===== src/rtl/tcw_pkg.sv =====
// ============================================================================
// tcw_pkg: shared types and constants of the text console writer
// Beat layouts, command codes and character constants used by all modules but tcw_ram.
// ============================================================================
`default_nettype none

package tcw_pkg;

    localparam int unsigned DEF_COLUMNS = 80;
    localparam int unsigned DEF_ROWS    = 25;

    localparam int unsigned KIND_W       = 2;
    localparam int unsigned CHAR_W       = 8;
    localparam int unsigned CELL_INDEX_W = 11;
    localparam int unsigned OFFSET_W     = 11;
    localparam int unsigned CELL_W       = 16;
    localparam int unsigned COLOR_W      = 4;
    localparam int unsigned CFG_INDEX_W  = 1;
    localparam int unsigned QUEUE_DEPTH  = 2;
    localparam int unsigned TAB_STEP     = 4;

    localparam logic [KIND_W-1:0] KIND_PUT   = 2'd0;
    localparam logic [KIND_W-1:0] KIND_CLEAR = 2'd1;
    localparam logic [KIND_W-1:0] KIND_READ  = 2'd2;

    localparam logic [CFG_INDEX_W-1:0] REG_FG_COLOR = 1'b0;
    localparam logic [CFG_INDEX_W-1:0] REG_BG_COLOR = 1'b1;

    localparam logic [COLOR_W-1:0] FG_RESET = 4'hF;
    localparam logic [COLOR_W-1:0] BG_RESET = 4'h0;

    localparam logic [CHAR_W-1:0] CH_NEWLINE   = 8'h0A;
    localparam logic [CHAR_W-1:0] CH_RETURN    = 8'h0D;
    localparam logic [CHAR_W-1:0] CH_TAB       = 8'h09;
    localparam logic [CHAR_W-1:0] CH_SPACE     = 8'h20;
    localparam logic [CHAR_W-1:0] CH_PRINT_LO  = 8'd32;
    localparam logic [CHAR_W-1:0] CH_PRINT_END = 8'd127;

    localparam logic [CELL_W-1:0] RESET_CELL = 16'h0F20;

    localparam int unsigned OP_W = 3;
    localparam logic [OP_W-1:0] OP_NOP     = 3'd0;
    localparam logic [OP_W-1:0] OP_PRINT   = 3'd1;
    localparam logic [OP_W-1:0] OP_NEWLINE = 3'd2;
    localparam logic [OP_W-1:0] OP_RETURN  = 3'd3;
    localparam logic [OP_W-1:0] OP_TAB     = 3'd4;
    localparam logic [OP_W-1:0] OP_CLEAR   = 3'd5;
    localparam logic [OP_W-1:0] OP_READ    = 3'd6;

    typedef struct packed {
        logic [KIND_W-1:0]       kind;
        logic [CHAR_W-1:0]       char_code;
        logic [CELL_INDEX_W-1:0] cell_index;
    } t_item;

    typedef struct packed {
        logic [OFFSET_W-1:0] cursor_offset;
        logic [CELL_W-1:0]   cell_value;
    } t_result;

    typedef struct packed {
        logic [OP_W-1:0]         op;
        logic [CHAR_W-1:0]       char_code;
        logic [CELL_INDEX_W-1:0] cell_index;
    } t_cmd;

endpackage

`default_nettype wire


===== src/rtl/tcw_front.sv =====
// ============================================================================
// tcw_front: input acceptance and classification
// Decodes each input beat into a command and pushes it into the queue.
// ============================================================================
`default_nettype none

module tcw_front
    import tcw_pkg::*;
(
    input  wire logic  i_in_valid,
    input  wire t_item i_item,
    input  wire logic  i_q_full,
    input  wire logic  i_engine_ready,
    output logic       o_in_stall,
    output logic       o_push,
    output t_cmd       o_cmd
);

    logic w_printable;

    assign o_in_stall  = i_q_full || !i_engine_ready;
    assign o_push      = i_in_valid && !o_in_stall;
    assign w_printable = (i_item.char_code >= CH_PRINT_LO) && (i_item.char_code < CH_PRINT_END);

    always_comb begin
        o_cmd.char_code  = i_item.char_code;
        o_cmd.cell_index = i_item.cell_index;
        unique case (i_item.kind)
            KIND_PUT: begin
                if (i_item.char_code == CH_NEWLINE) begin
                    o_cmd.op = OP_NEWLINE;
                end else if (i_item.char_code == CH_RETURN) begin
                    o_cmd.op = OP_RETURN;
                end else if (i_item.char_code == CH_TAB) begin
                    o_cmd.op = OP_TAB;
                end else if (w_printable) begin
                    o_cmd.op = OP_PRINT;
                end else begin
                    o_cmd.op = OP_NOP;
                end
            end
            KIND_CLEAR: begin
                o_cmd.op = OP_CLEAR;
            end
            KIND_READ: begin
                o_cmd.op = OP_READ;
            end
            default: begin
                o_cmd.op = OP_NOP;
            end
        endcase
    end

endmodule

`default_nettype wire


===== config.mk =====
export PLATFORM = sky130hd
export DESIGN_NAME = tcw_front
export DESIGN_NICKNAME = d
export VERILOG_FILES = /design/src/rtl/tcw_pkg.sv /design/src/rtl/tcw_front.sv
export SDC_FILE = /design/constraint.sdc
export NUM_CORES = 1
export LEC_CHECK = 0
export BUFFER_PORTS_ARGS = -buffer_cell sky130_fd_sc_hd__buf_2
export CAP_MARGIN = 10
export CORE_AREA = 2 2 39 41
export DETAILED_ROUTE_END_ITERATION = 7
export DIE_AREA = 0 0 41 43
export PLACE_DENSITY = 0.63
export SYNTH_ARGS = -nofsm -noshare
export SYNTH_HDL_FRONTEND = slang
export SYNTH_SLANG_ARGS = --single-unit

===== constraint.sdc =====
create_clock -name vclk -period 3.44
set_input_delay 0.172 -clock vclk [all_inputs]
set_output_delay 0.172 -clock vclk [all_outputs]
set_load 0.03 [all_outputs]

### Word level (Yosys, flattened, before mapping)

Index checks and enable logic that the tools add are counted.

* bits of input ports: 24
* word-level logic and storage cells: 18
* output and inout port bits: 24
* register bits: 0

* reductions and logical operators: 6
* equality and inequality tests: 5
* multiplexer cells: 5
* order comparisons: 2

Operators with widths (count)
* equality test 8 x 4 -> 1 bit, second input constant: 3
* 2-to-1 mux 3 bit: 3
* one-hot mux 3 bit (3 select lines): 1
* greater-or-equal comparator 8 x 6 -> 1 bit, second input constant: 1
* < comparator 8 x 7 -> 1 bit, second input constant: 1
* equality test 2 x 1 -> 1 bit, second input constant: 1
* equality test 2 bit, second input constant: 1
* logical AND 1 bit: 2
* zero test 1 bit: 2
* zero test 2 bit: 1
* logical OR 1 bit: 1
* 2-to-1 mux 1 bit: 1

### Longest topological paths before layout

* depth in word-level cells: 7
* mapped depth: 6
* mapped depth without buffers: 6

### Worst setup path after synthesis

Ideal clock, no wire load.

* path type: in2out
* start: in i_item[15] (netlist bit)
* end: out o_cmd[20] (netlist bit)
* required time: 3268 ps
* stages: 3
* data arrival time: 1519 ps
* path slack: 1749 ps
* buffers on the path: 0
* cell sequence: or4b_4 or4_1 o21ai_0

RTL lines
* start, declared: RTL line tcw_front.sv:11 `input wire t_item i_item,`
* end, declared: RTL line tcw_front.sv:16 `output t_cmd o_cmd`

==> impl_metrics.csv <==
group,metric,value,unit
status,status,"completed",
synth,syn_avg_cell_area,6.65,um2
place,port_buffers,26,
worst_setup_path,cp_cell_sequence,"buf_2 -> or4b_4 -> or4_1 -> o21ai_0 -> buf_2",
timing,worst_pin_slew,0.239,ns
hold_path,min-delay-start,"i_item[10]",
power,powerDensity,154,nW/um2
synth,syn_inst,45,
die,die_y,43,um
routing,vias,297,
routing,drt-initial-drc-count,0,
final_layout,seqCellArea,0,um2
worst_setup_path,cp.required,3.27,ns
synth,yosys.area_share.simple,27.6,%
synth,synth_cell_types,13,
final_layout,seq_cell_count,0,
grt,grt_overflow,0,
place,dpl.hpwl,568,um
worst_setup_path,start_kind,"input port",
final_layout,layout-drive-gt1-share,51.9,%
worst_setup_path,path_max_fanout,3,
synth,syn-num-nets,71,
timing,slew_viol_final,0,
die,dieArea,1760,um2
power,vdd_drop_max,0.0000294,V
timing,fin_crit_sh,51.8,%
synth,ys_seq_area_share,0,%
final_layout,n_antenna_cell,0,
worst_setup_path,cp_slowest_cell,"or4b_4",
timing,grt_setup_unrepaired,"false",
power,power.static_leakage,0.177,nW
grt,grt.total_usage,6.59,%
routing,wire_per_inst,8.97,um
hold_path,hold_path_class,"input port to primary output",
routing,drt_wl_total,610,um
timing,finalSetupTns,0,ns
worst_setup_path,crit_start,"i_item[15]",
worst_setup_path,worstSetupPathType,"input port to primary output",
routing,firstDrtPassIters,1,
routing,via_per_inst,4.37,
synth,synth_compound_gate_area_share,11.3,%
final_layout,syn_to_final_growth,2.51,%
worst_setup_path,crit_buf_inv,2,
clocking,postCtsSetupBuffers,0,
die,io-pin-count,48,
worst_setup_path,slowest_delay,0.53,ns
final_layout,final_common_cell,"buf_2",
place,placed_cell_area,307,um2
synth,synth_area,299,um2
final_layout,clock_buffers,0,
routing,drc,0,
clocking,cts_resized,0,
synth,synthMuxAreaShare,0,%
die,core_area,1380,um2
timing,maxSlewHeadroom,83.9,%
clocking,cts_hold_buffers,0,
worst_setup_path,cp.arrival,1.61,ns
routing,postRouteAntennaNets,0,
worst_setup_path,endpoint_kind,"primary output",
timing,post-route-min-period,1.78,ns
worst_setup_path,crit_top_cell,"buf_2",
grt,antenna_found_initial,0,
final_layout,final_nets,80,
grt,grt_pass1_vias,232,
timing,hold_viol,0,
timing,finalSetupViolations,0,
place,gp_congestion,0.670,
final_layout,design_area,307,um2
die,start_util,21.6,%
final_layout,layout_common_cells,"buf_2 (26), nor2_1 (7), inv_1 (4), nand2b_1 (3), o21ai_0 (3)",
job,drv_cap,0,
grt,grt_pass1_wl,855,um
synth,synth_fa_ha_area_share,8.37,%
timing,timing.hold.ws,0.344,ns
grt,grt_max_degree,6,
worst_setup_path,cpLargestDelayFamily,"simple AND/OR/NAND/NOR gates",
die,num_rows,14,
synth,synth_warnings,0,
timing,fmax,561,MHz
synth,synth_xor_area_share,0,%
die,die_x,41,um
synth,synth_top_family_by_area,"buffers and inverters",
==> kinds of logic after synthesis <==
group / Yosys count
AOI/OAI and AO/OA: 5
adders and majority gates: 2
buffers and inverters: 23
and+or+nand+nor: 15
==> power breakdown <==
part	leakage (nW)	total [mW]	switching, mW	internal [mW]
clock	0	0	0	0
sequential	0	0	0	0
combinational	0.177	0.0472	0.0308	0.0163
==> worst paths after layout <==
| path | cells past startpoint | endpoint |
|---|---|---|
| setup / recovery | 5 | o_cmd[20] |
| hold / removal | 0 | o_cmd[10] |
==> layer usage <==
layer | vias to the layer above | track usage, % | share of wire, %
met4 | 0 | 0 | 0
met1 | 131 | 7.91 | 38
met3 | 0 | 1.57 | 12
met2 | 20 | 11.9 | 49
li1 | 146 | - | -
met5 | - | 0 | 0
==> through the flow <==
stage               instances  utilization, %  setup WS (ns)  power [mW]
floorplan                  45               -           1.75      0.0585
global placement           68            22.2           1.67      0.0473
detailed placement         68            22.2           1.65      0.0479
CTS                        68            22.2           1.65      0.0480
global route               68            22.2           1.62      0.0512
finish                     68            22.2           1.66      0.0472
==> Yosys cell counts <==
| master | number | share of area, % |
|---|---|---|
| ha_1 | 2 | 8.4 |
| nor4_1 | 1 | 2.1 |
| inv_1 | 4 | 5.0 |
| a32o_1 | 1 | 3.3 |
| nand4_1 | 1 | 2.1 |
| nand2b_1 | 3 | 6.3 |
| nor2_1 | 7 | 8.8 |
| buf_4 | 19 | 48 |
| or4_1 | 1 | 2.5 |
| nand2_1 | 1 | 1.3 |
| o21ai_0 | 3 | 5.0 |
| or4b_4 | 1 | 4.6 |
| a2bb2oi_1 | 1 | 2.9 |
==> cell type report <==
cell class         count  area, um2
fillers              163       1080
well taps             16       20.0
repair buffers        26        130
multi-input cells     22        141
inverters              4       15.0
No activity file was read; power rests on OpenSTA's default activity.
