File: src/rtl/tcw_pkg.sv
// ============================================================================
// tcw_pkg: shared types and constants of the text console writer
// Beat layouts, command codes and character constants used by all modules but tcw_ram.
// ============================================================================
`default_nettype none

package tcw_pkg;

    localparam int unsigned DEF_COLUMNS = 80;
    localparam int unsigned DEF_ROWS    = 25;

    localparam int unsigned KIND_W       = 2;
    localparam int unsigned CHAR_W       = 8;
    localparam int unsigned CELL_INDEX_W = 11;
    localparam int unsigned OFFSET_W     = 11;
    localparam int unsigned CELL_W       = 16;
    localparam int unsigned COLOR_W      = 4;
    localparam int unsigned CFG_INDEX_W  = 1;
    localparam int unsigned QUEUE_DEPTH  = 2;
    localparam int unsigned TAB_STEP     = 4;

    localparam logic [KIND_W-1:0] KIND_PUT   = 2'd0;
    localparam logic [KIND_W-1:0] KIND_CLEAR = 2'd1;
    localparam logic [KIND_W-1:0] KIND_READ  = 2'd2;

    localparam logic [CFG_INDEX_W-1:0] REG_FG_COLOR = 1'b0;
    localparam logic [CFG_INDEX_W-1:0] REG_BG_COLOR = 1'b1;

    localparam logic [COLOR_W-1:0] FG_RESET = 4'hF;
    localparam logic [COLOR_W-1:0] BG_RESET = 4'h0;

    localparam logic [CHAR_W-1:0] CH_NEWLINE   = 8'h0A;
    localparam logic [CHAR_W-1:0] CH_RETURN    = 8'h0D;
    localparam logic [CHAR_W-1:0] CH_TAB       = 8'h09;
    localparam logic [CHAR_W-1:0] CH_SPACE     = 8'h20;
    localparam logic [CHAR_W-1:0] CH_PRINT_LO  = 8'd32;
    localparam logic [CHAR_W-1:0] CH_PRINT_END = 8'd127;

    localparam logic [CELL_W-1:0] RESET_CELL = 16'h0F20;

    localparam int unsigned OP_W = 3;
    localparam logic [OP_W-1:0] OP_NOP     = 3'd0;
    localparam logic [OP_W-1:0] OP_PRINT   = 3'd1;
    localparam logic [OP_W-1:0] OP_NEWLINE = 3'd2;
    localparam logic [OP_W-1:0] OP_RETURN  = 3'd3;
    localparam logic [OP_W-1:0] OP_TAB     = 3'd4;
    localparam logic [OP_W-1:0] OP_CLEAR   = 3'd5;
    localparam logic [OP_W-1:0] OP_READ    = 3'd6;

    typedef struct packed {
        logic [KIND_W-1:0]       kind;
        logic [CHAR_W-1:0]       char_code;
        logic [CELL_INDEX_W-1:0] cell_index;
    } t_item;

    typedef struct packed {
        logic [OFFSET_W-1:0] cursor_offset;
        logic [CELL_W-1:0]   cell_value;
    } t_result;

    typedef struct packed {
        logic [OP_W-1:0]         op;
        logic [CHAR_W-1:0]       char_code;
        logic [CELL_INDEX_W-1:0] cell_index;
    } t_cmd;

endpackage

`default_nettype wire

File: src/rtl/tcw_queue.sv
// ============================================================================
// tcw_queue: command queue between front and back
// A small FIFO that lets either side stall on its own.
// ============================================================================
`default_nettype none

module tcw_queue
    import tcw_pkg::*;
(
    input  wire logic i_clk,
    input  wire logic i_rst_n,
    input  wire logic i_push,
    input  wire t_cmd i_cmd,
    input  wire logic i_pop,
    output t_cmd      o_cmd,
    output logic      o_full,
    output logic      o_empty
);

    localparam int unsigned PW = (QUEUE_DEPTH > 1) ? $clog2(QUEUE_DEPTH) : 1;
    localparam int unsigned CNTW = $clog2(QUEUE_DEPTH + 1);

    t_cmd            r_mem [QUEUE_DEPTH];
    logic [PW-1:0]   r_wptr;
    logic [PW-1:0]   r_rptr;
    logic [CNTW-1:0] r_count;
    logic [PW-1:0]   n_wptr;
    logic [PW-1:0]   n_rptr;
    logic [CNTW-1:0] n_count;

    assign o_full  = (r_count == CNTW'(QUEUE_DEPTH));
    assign o_empty = (r_count == '0);
    assign o_cmd   = r_mem[r_rptr];

    always_comb begin
        n_wptr  = r_wptr;
        n_rptr  = r_rptr;
        n_count = r_count;
        if (i_push) begin
            n_wptr = (r_wptr == PW'(QUEUE_DEPTH - 1)) ? '0 : r_wptr + PW'(1);
        end
        if (i_pop) begin
            n_rptr = (r_rptr == PW'(QUEUE_DEPTH - 1)) ? '0 : r_rptr + PW'(1);
        end
        if (i_push && !i_pop) begin
            n_count = r_count + CNTW'(1);
        end else if (i_pop && !i_push) begin
            n_count = r_count - CNTW'(1);
        end
    end

    always_ff @(posedge i_clk) begin
        if (!i_rst_n) begin
            r_wptr  <= '0;
            r_rptr  <= '0;
            r_count <= '0;
        end else begin
            r_wptr  <= n_wptr;
            r_rptr  <= n_rptr;
            r_count <= n_count;
        end
    end

    always_ff @(posedge i_clk) begin
        if (i_push) begin
            r_mem[r_wptr] <= i_cmd;
        end
    end

endmodule

`default_nettype wire

File: config.mk
export PLATFORM = sky130hd
export DESIGN_NAME = tcw_queue
export DESIGN_NICKNAME = d
export VERILOG_FILES = /design/src/rtl/tcw_pkg.sv /design/src/rtl/tcw_queue.sv
export SDC_FILE = /design/constraint.sdc
export NUM_CORES = 1
export LEC_CHECK = 0
export BUFFER_PORTS_ARGS = -buffer_cell sky130_fd_sc_hd__buf_2
export CORE_UTILIZATION = 35
export CTS_CLUSTER_DIAMETER = 30
export DETAILED_ROUTE_END_ITERATION = 12
export GPL_TIMING_DRIVEN = 1
export PLACE_DENSITY = 0.57
export SLEW_MARGIN = 20
export SYNTH_ARGS = -nofsm -noshare
export SYNTH_HDL_FRONTEND = slang
export SYNTH_SLANG_ARGS = --single-unit
File: constraint.sdc
create_clock -name i_clk -period 4.3 [get_ports i_clk]
set_clock_uncertainty 0.1 [all_clocks]
set_input_delay 0.86 -clock i_clk [delete_from_list [all_inputs] [get_ports i_clk]]
set_output_delay 0.86 -clock i_clk [all_outputs]
set_load 0.05 [all_outputs]
Word-level counts from Yosys, hierarchy flattened:

Memory sizes are Yosys's and may differ from the RTL's. A register that Yosys moved wholly into a read port is not among the register bits.
Index checks and enable logic that the tools add are counted.

* bits of input ports: 26
* output and inout port bits: 24
* memory bits (writable): 44
* memories kept: 1
* word-level logic and storage cells: 23
* flip-flop bits (word level): 4

* $add $sub $neg: 4
* reduce and logical (&&, ||, !) cells: 6
* eq/ne operators: 1
* mux-type cells: 8

Memories
* r_mem: depth 2, bits a word 22, read ports 1, clocked after memory_dff 1, write ports 1, RTL line tcw_queue.sv:23 `t_cmd r_mem [QUEUE_DEPTH];`

Operators with widths (count)
* 2-to-1 mux 1 bit: 6
* 2-to-1 mux 2 bit: 2
* adder 1 bit (second input constant): 2
* adder 2 x 1 -> 2 bit (second input constant): 1
* equality test 2 bit (second input constant): 1
* logical AND 1 bit: 2
* zero test 1 bit: 2
* zero test 2 bit: 1
* nonzero test 2 bit: 1
* subtractor 2 x 1 -> 2 bit (second input constant): 1

Longest topological paths before layout:

Gate-level depths: netlist (run 1).

* depth after elaboration: 4
* mapped depth: 5
* depth with buffers taken out: 5

Least setup slack after synthesis (run 1):

Ideal clock, no wire load.

* path kind: input -> register
* from: in i_push
* to: mem r_mem[0][0] (netlist bit) (enable)
* setup time: 0.405 ns
* stages: 1
* data arrival time: 1.911 ns
* setup slack: 1.884 ns
* buffers on the path: 0
* required time: 3.795 ns
* cells stage by stage: nor2b_1

* cells in the longest elaborated chain, start to end: 2

Ends and longest elaborated chain
* from (decl): RTL line tcw_queue.sv:12 `input wire logic i_push,`
* 2-to-1 mux 1 bit: RTL line tcw_queue.sv:65 `if (i_push) begin`
* 2-to-1 mux 1 bit (not written as such): RTL line tcw_queue.sv:66 `r_mem[r_wptr] <= i_cmd;`
* to (decl): RTL line tcw_queue.sv:23

No other way between the ends.

==> results.toml, run 1 <==
[floorplanning]
coreArea_mm2 = 0.004817
die_x_um = 73.68
initial_core_util_pct = 37.32
rows = 25
die_height_um = 73.68
io-pin-count = 50
die_area_mm2 = 0.005428

[sta]
max_freq_ghz = 0.3464
layout_min_cycle_time_ns = 2.887
setup_viol = 0
slew_headroom_pct = 32.92
rsz0062_at_grt = "false"
totalNegativeSetupSlack_ns = 0
worst_slew_pin_slew_ns = 1.005
hold_violations = 0
finalMaxSlewViolations = 0
fin_crit_sh_pct = 67.13

[grt]
grtUsageTotal_pct = 11.74
antenna_found_initial = 0
grt_pass1_vias = 942
grt_pass1_wl_um = 4381
grt.overflow.total = 0
grt_max_degree = 24

[clock_tree]
cts_sinks = 49
insertion_delay_ns = 0.29
ctsResizeCount = 0
clk_pin_slew_ns = 0.08
cts_setup_buffers = 0
cts_tree = "yes"
ctsHoldBuffers = 0
root_buffer = "clkbuf_8"
cts_made_buffers = 5
clockBufferDepth = 2
htree_levels = 2

[routing]
drc = 0
finalWirelength_um = 2989
vias = 951
ant_nets = 0
post_drt_wl_per_cell_um = 14.03
viasPerCell = 4.465
drt-pass1-iter-count = 4
drt-initial-drc-count = 30

[synth]
syn-cell-area_mm2 = 0.001798
ys_ff_latch = 49
ys_types = 16
seq_area_frac_synth_pct = 79.05
synthSimpleGateAreaFrac_pct = 3.132
synth_xor_area_share_pct = 1.461
muxShareOfSynthArea_pct = 13.78
yosysWarnings = 0
synthAdderAreaFrac_pct = 0.6959
syn_inst = 90
syn_nets = 117
synth_top_family_by_area = "multiplexers"
syn_avg_cell_area_um2 = 19.98
synth_compound_area_share_pct = 1.113

[finish]
area_delta_synth_final_pct = 26.44
drive_gt1_share_pct = 56.16
diodes = 0
fillers = 428
final_cell_area_mm2 = 0.002273
ff_latch_area_mm2 = 0.001421
multi_input_area_um2 = 370.4
final_nets = 172

[setup_path]
r2r-end = "r_mem[1][9]"
arrival_ns = 1.93
r2r_start = "r_wptr"
cp_data_required_time_ns = 3.34
crit_fanout = 22
r2r_cells = 2
path_class = "reg -> out"
reg2reg_slack_ns = 2.79
start_kind = "flip-flop"
crit_path_end_kind = "output port"

[hold_path]
hold_end = "r_count[1]"
worstHoldStart = "r_count[1]"
hold_class = "reg -> reg"
min_path_cells = 2

[job]
drv_cap = 0

[place]
gp_congestion = 0.5780
dpl.hpwl_um = 1921
placed_cell_area_mm2 = 0.002125
numPortBuffers = 49

[pwr]
power.leakage_uw = 0.0008683
powerDensity_mw_per_mm2 = 493.0
peakVddDrop_mv = 0.2348

[run_status]
outcome = "finished, final reports clean"
[state kept, by name (all words and copies together), names as in the netlist, named ones only]
name,flops
r_wptr,1
r_mem,44
r_rptr,1
r_count,2
[per-layer routing]
layer	GRT usage, %	part of all wire (%)	vias up
met5	0	0	-
met1	12.67	42	465
met2	19.67	52	33
li1	-	-	451
met4	5.769	0.77	0
met3	5.075	5.6	2
[synth_stat cells]
| cell | count | share of area [%] |
|---|---|---|
| o21a_1 | 1 | 0.42 |
| ha_1 | 1 | 0.70 |
| edfxtp_1 | 44 | 73 |
| dfxtp_1 | 5 | 5.6 |
| buf_2 | 2 | 0.56 |
| a21boi_1 | 1 | 0.42 |
| inv_1 | 1 | 0.21 |
| xor2_1 | 2 | 0.97 |
| nor2_1 | 1 | 0.21 |
| or3_1 | 1 | 0.35 |
| xnor2_1 | 1 | 0.49 |
| nor2b_1 | 2 | 0.70 |
| and2b_2 | 1 | 0.49 |
| mux2_2 | 22 | 14 |
| o21ai_0 | 1 | 0.28 |
| and2_1 | 4 | 1.4 |
[cell usage in the layout (no fill, tap or decap), drive strengths merged]
| cell | instances |
|---|---|
| nor2 | 1 |
| and2b | 1 |
| ha | 1 |
| o21ai | 1 |
| xor2 | 2 |
| clkinv | 1 |
| inv | 1 |
| o21a | 1 |
| buf | 50 |
| and2 | 4 |
| xnor2 | 1 |
| mux2 | 22 |
| clkbuf | 5 |
| or3 | 1 |
| dfxtp | 5 |
| bufinv | 2 |
| edfxtp | 44 |
| a21boi | 1 |
| nor2b | 2 |
[cells by family (layout without fill, tap and decap cells)]
family,after synthesis,after routing
flip-flops,49,49
multiplexers,22,22
AND/OR/NAND/NOR,9,9
AO/OA/AOI/OAI,3,3
XOR/XNOR,3,3
buffers and inverters,3,59
adder cells (fa/ha/maj),1,1
[worst max path at each step]
stage,cells past startpoint,end,start,slack (ns)
after floorplan,1,r_mem[0][0],i_push,1.88
after global placement,2,o_cmd[8],flip-flop,1.71
after detailed placement,2,o_cmd[8],flip-flop,1.67
after CTS,2,o_cmd[8],flip-flop,1.36
after global routing,2,o_cmd[8],flip-flop,1.28
final,2,o_cmd[21],flip-flop,1.41
[power breakdown]
group          internal [uW]  switching (uW)
logic                   56.9             123
clock network            231             145
registers                548            16.7
[area by class of cell]
class / instances / share of cell area (%)
flip-flops and latches: 49 / 62.52
multi-input cells: 38 / 16.29
repair buffers: 50 / 11.45
well taps: 67 / 3.687
clock buffers: 5 / 3.027
clock inverters: 3 / 2.862
inverters: 1 / 0.1651
[per-stage QoR]
step           std cells  setup slack (ns)  util, %  hold WS (ns)  total power [uW]
4_1_cts              212             1.358    46.88        0.4106              1132
3_3_place_gp         204             1.709    44.00        0.3762             751.9
2_1_floorplan         90             1.884        -        0.3662             708.8
5_1_grt              213             1.283    47.19        0.4515              1163
6_report             213             1.413    47.19        0.4162              1121
3_5_place_dp         204             1.674    44.10        0.3960             756.8
[worst max-delay path, stage by stage, from the launching register on]
cell     delay [ns]
dfxtp_1        0.99
mux2_2         0.43
buf_2          0.21
(Power assumes the default switching activity.)
==> run 2: changes to the inputs <==
--- a/config.mk
+++ b/config.mk
@@ -5,12 +5,13 @@
 export SDC_FILE = /design/constraint.sdc
 export NUM_CORES = 1
 export LEC_CHECK = 0
+export ABC_AREA = 1
 export BUFFER_PORTS_ARGS = -buffer_cell sky130_fd_sc_hd__buf_2
 export CORE_UTILIZATION = 35
 export CTS_CLUSTER_DIAMETER = 30
 export DETAILED_ROUTE_END_ITERATION = 12
 export GPL_TIMING_DRIVEN = 1
-export PLACE_DENSITY = 0.57
+export PLACE_DENSITY = 0.59
 export SLEW_MARGIN = 20
 export SYNTH_ARGS = -nofsm -noshare
 export SYNTH_HDL_FRONTEND = slang
==> constraint.sdc (replaced) <==
create_clock -name i_clk -period 2.38 [get_ports i_clk]
set_clock_uncertainty 0.1 [all_clocks]
set_input_delay 0.476 -clock i_clk [delete_from_list [all_inputs] [get_ports i_clk]]
set_output_delay 0.476 -clock i_clk [all_outputs]
set_load 0.05 [all_outputs]
==> run 2 against run 1 <==
Effect of this change:
- cell count is 7.5% higher
- critical path depth grew 1
- setup slack got worse by 1.0 ns
- via count grew 4.4%
- sequential power up 77%
- clock-buffer cell count up 2
- first-iteration DRC count grew 6.7%
- sequential share of layout area rose by 0.94 points
- combinational power rose by 69%
- hold slack got worse by 0.15 ns
- die area is 1.1% higher
- critical path type unchanged
- critical endpoint is now o_cmd[14]
- highest routed layer unchanged
==> results.toml, run 2 <==
[synth]
post-synth-top-count-cell = "edfxtp_1"
yosys.area.top_type = "edfxtp_1"
syn-cell-area_mm2 = 0.001819
async_flop_share_pct = 0
syn_avg_cell_area_um2 = 17.66
seq_area_frac_synth_pct = 78.13
synth_commonest_cells = "44 x edfxtp_1, 22 x mux2_2, 9 x nor2_1, 8 x inv_1, 8 x nand2_1"
ys_ff_latch = 49
synth_edf_count = 44
syn_nets = 130
synth.top_cell.area_share_pct = 72.63
synthTopCellsByArea = "edfxtp_1 73%, mux2_2 14%, dfxtp_1 5.5%, nor2_1 1.9%, inv_1 1.7%"
syn_inst = 103
ys.flop_type = "edfxtp_1"
yosysWarnings = 0
ys_types = 12

[finish]
fillers = 431
layout_commonest_cell = "buf_2"
area_delta_synth_final_pct = 23.11
diodes = 0
post-route-util_pct = 46.19
top_regs = "r_mem x44, r_count x2"
final_nets = 188
largest_reg_flops = 44
final_cell_mix = "49 x buf_2, 44 x edfxtp_1, 22 x mux2_2"
final_cells = 229
largest-register = "r_mem"
drive_gt1_share_pct = 50.62

[floorplanning]
initial_core_util_pct = 37.52
rows = 25
die_area_mm2 = 0.005490
coreArea_mm2 = 0.004848
die_x_um = 74.10
die_height_um = 74.10
io-pin-count = 50

[sta]
worst_slew_pin_slew_ns = 0.4034
totalNegativeSetupSlack_ns = 0
setup_ws_ns = 0.3917
fin_crit_sh_pct = 83.54
max_freq_ghz = 0.5029
slew_headroom_pct = 73.08
setup_viol = 0
timing.hold.ws_ns = 0.2711
finalMaxSlewViolations = 0
layout_min_cycle_time_ns = 1.988
rsz0062_at_grt = "false"
hold_violations = 0

[clock_tree]
cts_setup_buffers = 0
ctsResizeCount = 0
cts_made_buffers = 5
root_buffer = "clkbuf_8"
ctsHoldBuffers = 0
clockBufferDepth = 2
cts_tree = "yes"
insertion_delay_ns = 0.28
cts_sinks = 49
htree_levels = 2
clk_pin_slew_ns = 0.08

[routing]
drt-pass1-iter-count = 4
viasPerCell = 4.336
drc = 0
post_drt_wl_per_cell_um = 13.26
finalWirelength_um = 3037
drt-initial-drc-count = 32
vias = 993
ant_nets = 0

[setup_path]
crit_fanout = 13
critPathMaxStageDelay_ns = 0.37
crit_path_end_kind = "output port"
reg2reg_slack_ns = 0.93
path_class = "reg -> out"
cp_data_required_time_ns = 1.80
critPathSlowestCell = "mux2_2"
r2r_start = "r_wptr"
r2r-end = "r_mem[1][14]"
arrival_ns = 1.41
critical_path.cell_chain = "buf_4 -> mux2_2 -> buf_2"
r2r_cells = 3
start_kind = "flip-flop"

[place]
gp_congestion = 0.6353
post-place-ws_ns = 0.6482
numPortBuffers = 49
dpl.hpwl_um = 2155
dp_cells = 221

[pwr]
seq_power_share_pct = 57.0
powerDensity_mw_per_mm2 = 785.6
peakVddDrop_mv = 0.3055
power.leakage_uw = 0.0008860
pwr-share-comb_pct = 17.3
p_sw_uw = 475.6
clkPwrFrac_pct = 25.7
p_sw_share_pct = 27.03
p_int_uw = 1284

[grt]
grt_max_degree = 23
grtUsageTotal_pct = 11.75
grt_pass1_wl_um = 4574
grt_pass1_vias = 1043
grt.overflow.total = 0
antenna_found_initial = 0

[hold_path]
min_path_cells = 1
worstHoldStart = "i_cmd[9]"
hold_class = "in -> reg"
hold_end = "r_mem[0][9]"

[job]
drv_cap = 0

[run_status]
outcome = "finished, final reports clean"
-- run 2: cell count changes after synthesis, sizes merged, moves of 2 or more --
cell and delta:
nand2 +8, nor2 +8, inv +7, and2 -4, nor2b -2, xor2 -2
-- run 2: critical path: cells and delay by family, from the launching register on --
family | cells | cell delay, ns
buf+inv | 2 | 0.42
mux | 1 | 0.37
flops | 1 | 0.33
-- run 2: logic make-up (layout without fill, tap and decap cells) --
| group | after synthesis | in the layout | share of synthesized area [%] |
|---|---|---|---|
| buffers and inverters | 10 | 69 | 2.889 |
| and+or+nand+nor | 19 | 19 | 4.126 |
| DFF | 49 | 49 | 78.13 |
| AOI/OAI and AO/OA | 2 | 2 | 0.5497 |
| adders and majority gates | 1 | 1 | 0.6876 |
| muxes | 22 | 22 | 13.62 |
-- run 2: worst max path at each step --
stage                     slack (ns)           to
after CTS                       0.36    o_cmd[14]
after detailed placement        0.65  r_mem[1][6]
after floorplan                 0.43  r_mem[0][0]
final                           0.39    o_cmd[14]
after global placement          0.70    o_cmd[18]
after global routing            0.30    o_cmd[18]
-- run 2: power groups by stage --
stage               Clock [uW]  Sequential [uW]  Combinational [uW]
CTS                        475             1000                 310
floorplan                    0             1020                 228
global route               500             1010                 327
global placement             0             1020                 303
detailed placement           0             1020                 309
finish                     453             1000                 304
-- run 2: final cells by class --
cell class | instances | area [um2] | share of cell area (%)
clock buffer | 7 | 76.32 | 3.408
clock inverter | 1 | 5.005 | 0.2235
inverter | 8 | 30.03 | 1.341
multi-input combinational | 44 | 347.8 | 15.53
sequential | 49 | 1421 | 63.46
tap | 67 | 83.83 | 3.743
timing repair buffer | 53 | 275.3 | 12.29
-- run 2: metrics by stage --
step | power, uW | area [um2]
3_5_place_dp | 1333 | 2158
4_1_cts | 1788 | 2240
2_1_floorplan | 1249 | 1819
5_1_grt | 1834 | 2240
6_report | 1760 | 2240
3_3_place_gp | 1324 | 2158
-- run 2: per-layer routing --
metal | part of all wire, % | track usage, % | vias up
li1 | - | - | 486
met1 | 40 | 13.04 | 471
met2 | 52 | 20.61 | 32
met3 | 5.8 | 3.794 | 4
met4 | 1.5 | 5.128 | 0
met5 | 0 | 0 | -
==> run 3: changes to the inputs <==
--- a/config.mk
+++ b/config.mk
@@ -11,7 +11,7 @@
 export CTS_CLUSTER_DIAMETER = 30
 export DETAILED_ROUTE_END_ITERATION = 12
 export GPL_TIMING_DRIVEN = 1
-export PLACE_DENSITY = 0.59
+export PLACE_DENSITY = 0.57
 export SLEW_MARGIN = 20
 export SYNTH_ARGS = -nofsm -noshare
 export SYNTH_HDL_FRONTEND = slang
==> constraint.sdc (replaced) <==
create_clock -name i_clk -period 2 [get_ports i_clk]
set_clock_uncertainty 0.1 [all_clocks]
set_input_delay 0.4 -clock i_clk [delete_from_list [all_inputs] [get_ports i_clk]]
set_output_delay 0.4 -clock i_clk [all_outputs]
set_load 0.05 [all_outputs]
==> run 3 against run 2 <==
Effect of this change:
- via count is 1.4% higher
- non-clock buffer count up 1
- die area unchanged
- first-iteration DRC count grew 9.4%
- wire length rose by 0.46%
- setup slack worse by 0.30 ns
- critical endpoint is now o_cmd[2]
==> results.toml, run 3 (same netlist as run 2, synthesis figures left out) <==
[run_status]
outcome = "finished, final reports clean"

[clock_tree]
clk_pin_slew_ns = 0.08
clockBufferDepth = 2
cts_sinks = 49
ctsHoldBuffers = 0
cts_made_buffers = 5
insertion_delay_ns = 0.29
htree_levels = 2
cts_tree = "yes"
root_buffer = "clkbuf_8"

[grt]
antenna_found_initial = 0
grt_pass1_wl_um = 4526
grtUsageTotal_pct = 11.81
grt.overflow.total = 0
grt_pass1_vias = 1028
grt_max_degree = 19

[sta]
max_freq_ghz = 0.5236
hold_violations = 0
slew_headroom_pct = 82.78
totalNegativeSetupSlack_ns = 0
finalMaxSlewViolations = 0
worst_slew_pin_slew_ns = 0.2601
rsz0062_at_grt = "false"
setup_viol = 0
timing.hold.ws_ns = 0.1886
fin_crit_sh_pct = 95.49
layout_min_cycle_time_ns = 1.910

[setup_path]
cp_data_required_time_ns = 1.50
arrival_ns = 1.41
crit_path_end_kind = "output port"
crit_fanout = 18
reg2reg_slack_ns = 0.88
path_class = "reg -> out"
start_kind = "flip-flop"

[floorplanning]
die_area_mm2 = 0.005490
initial_core_util_pct = 37.52
die_x_um = 74.10
rows = 25
die_height_um = 74.10
coreArea_mm2 = 0.004848
io-pin-count = 50

[routing]
finalWirelength_um = 3051
vias = 1007
ant_nets = 0
post_drt_wl_per_cell_um = 13.27
drt-initial-drc-count = 35
drt-pass1-iter-count = 3
viasPerCell = 4.378
drc = 0

[pwr]
pwr-share-comb_pct = 16.4
peakVddDrop_mv = 0.4387
powerDensity_mw_per_mm2 = 975.9
clkPwrFrac_pct = 30.0
p_int_uw = 1656
p_sw_share_pct = 25.83
p_sw_uw = 576.9
seq_power_share_pct = 53.6
power.leakage_uw = 0.0009061

[finish]
fillers = 441
post-route-util_pct = 47.20
final_cell_mix = "49 x buf_2, 44 x edfxtp_1, 22 x mux2_2"
top_regs = "r_mem x44, r_count x2"
drive_gt1_share_pct = 51.53
largest_reg_flops = 44
area_delta_synth_final_pct = 25.79
layout_commonest_cell = "buf_2"
diodes = 0
final_nets = 189
final_cells = 230
largest-register = "r_mem"

[place]
dp_cells = 222
numPortBuffers = 49
dpl.hpwl_um = 2144
gp_congestion = 0.6479

[job]
drv_cap = 0

[hold_path]
hold_class = "in -> reg"
## run 3: changes by cell type in the layout (fill, tap and decap cells not counted)
cell,change
buf_12,+1
clkinv_2,-1
bufinv_16,+1
dfxtp_1,-1
dfxtp_4,+1
clkinv_1,+1
clkbuf_1,-1
## run 3: layout make-up
type	instances	area, um2	area share, %
flip-flops and latches	49	1425	62.27
multi-input cells	44	347.8	15.20
clock buffers	6	72.57	3.171
clock inverters	2	33.78	1.476
well taps	67	83.83	3.663
repair buffers	54	295.3	12.90
inverters	8	30.03	1.312
## run 3: critical path, stage by stage (launching register included)
cell     delay [ns]
dfxtp_4        0.39
buf_12         0.16
mux2_2         0.34
buf_2          0.21
## run 3: repair_timing
item / 4_1_cts / 5_1_grt
resized for setup: 1 / 1
endpoints found under the setup margin: 18 / 14
buffers inserted: 0 / 0
## run 3: path summary, 6_finish.rpt
kind	cells after the start	endpoint	from
min	1	r_mem[0][7]	i_cmd[7]
min reg2reg	2	r_rptr	r_rptr
max reg2reg	3	r_mem[1][15]	r_wptr
max	3	o_cmd[2]	flip-flop
## run 3: power groups by stage
stage	registers [uW]	clock network, uW	logic (uW)
after global placement	1220	0	363
final	1200	671	367
after floorplan	1210	0	272
after global routing	1200	725	389
after detailed placement	1220	0	371
after CTS	1200	692	372
## run 3: stage by stage
stage,setup WS (ns),total power [uW],instance area [um2]
final,0.09023,2233,2288
after detailed placement,0.2711,1591,2178
after CTS,0.03219,2262,2286
after floorplan,0.1270,1486,1819
after global routing,0.02224,2316,2288
after global placement,0.2929,1579,2178
## run 3: per-layer routing
layer	vias to the layer above	part of all wire [%]	track usage, %
met5	-	0	0
met4	0	1.9	6.410
met3	7	6.8	4.336
met2	30	52	20.91
met1	478	39	12.08
li1	492	-	-
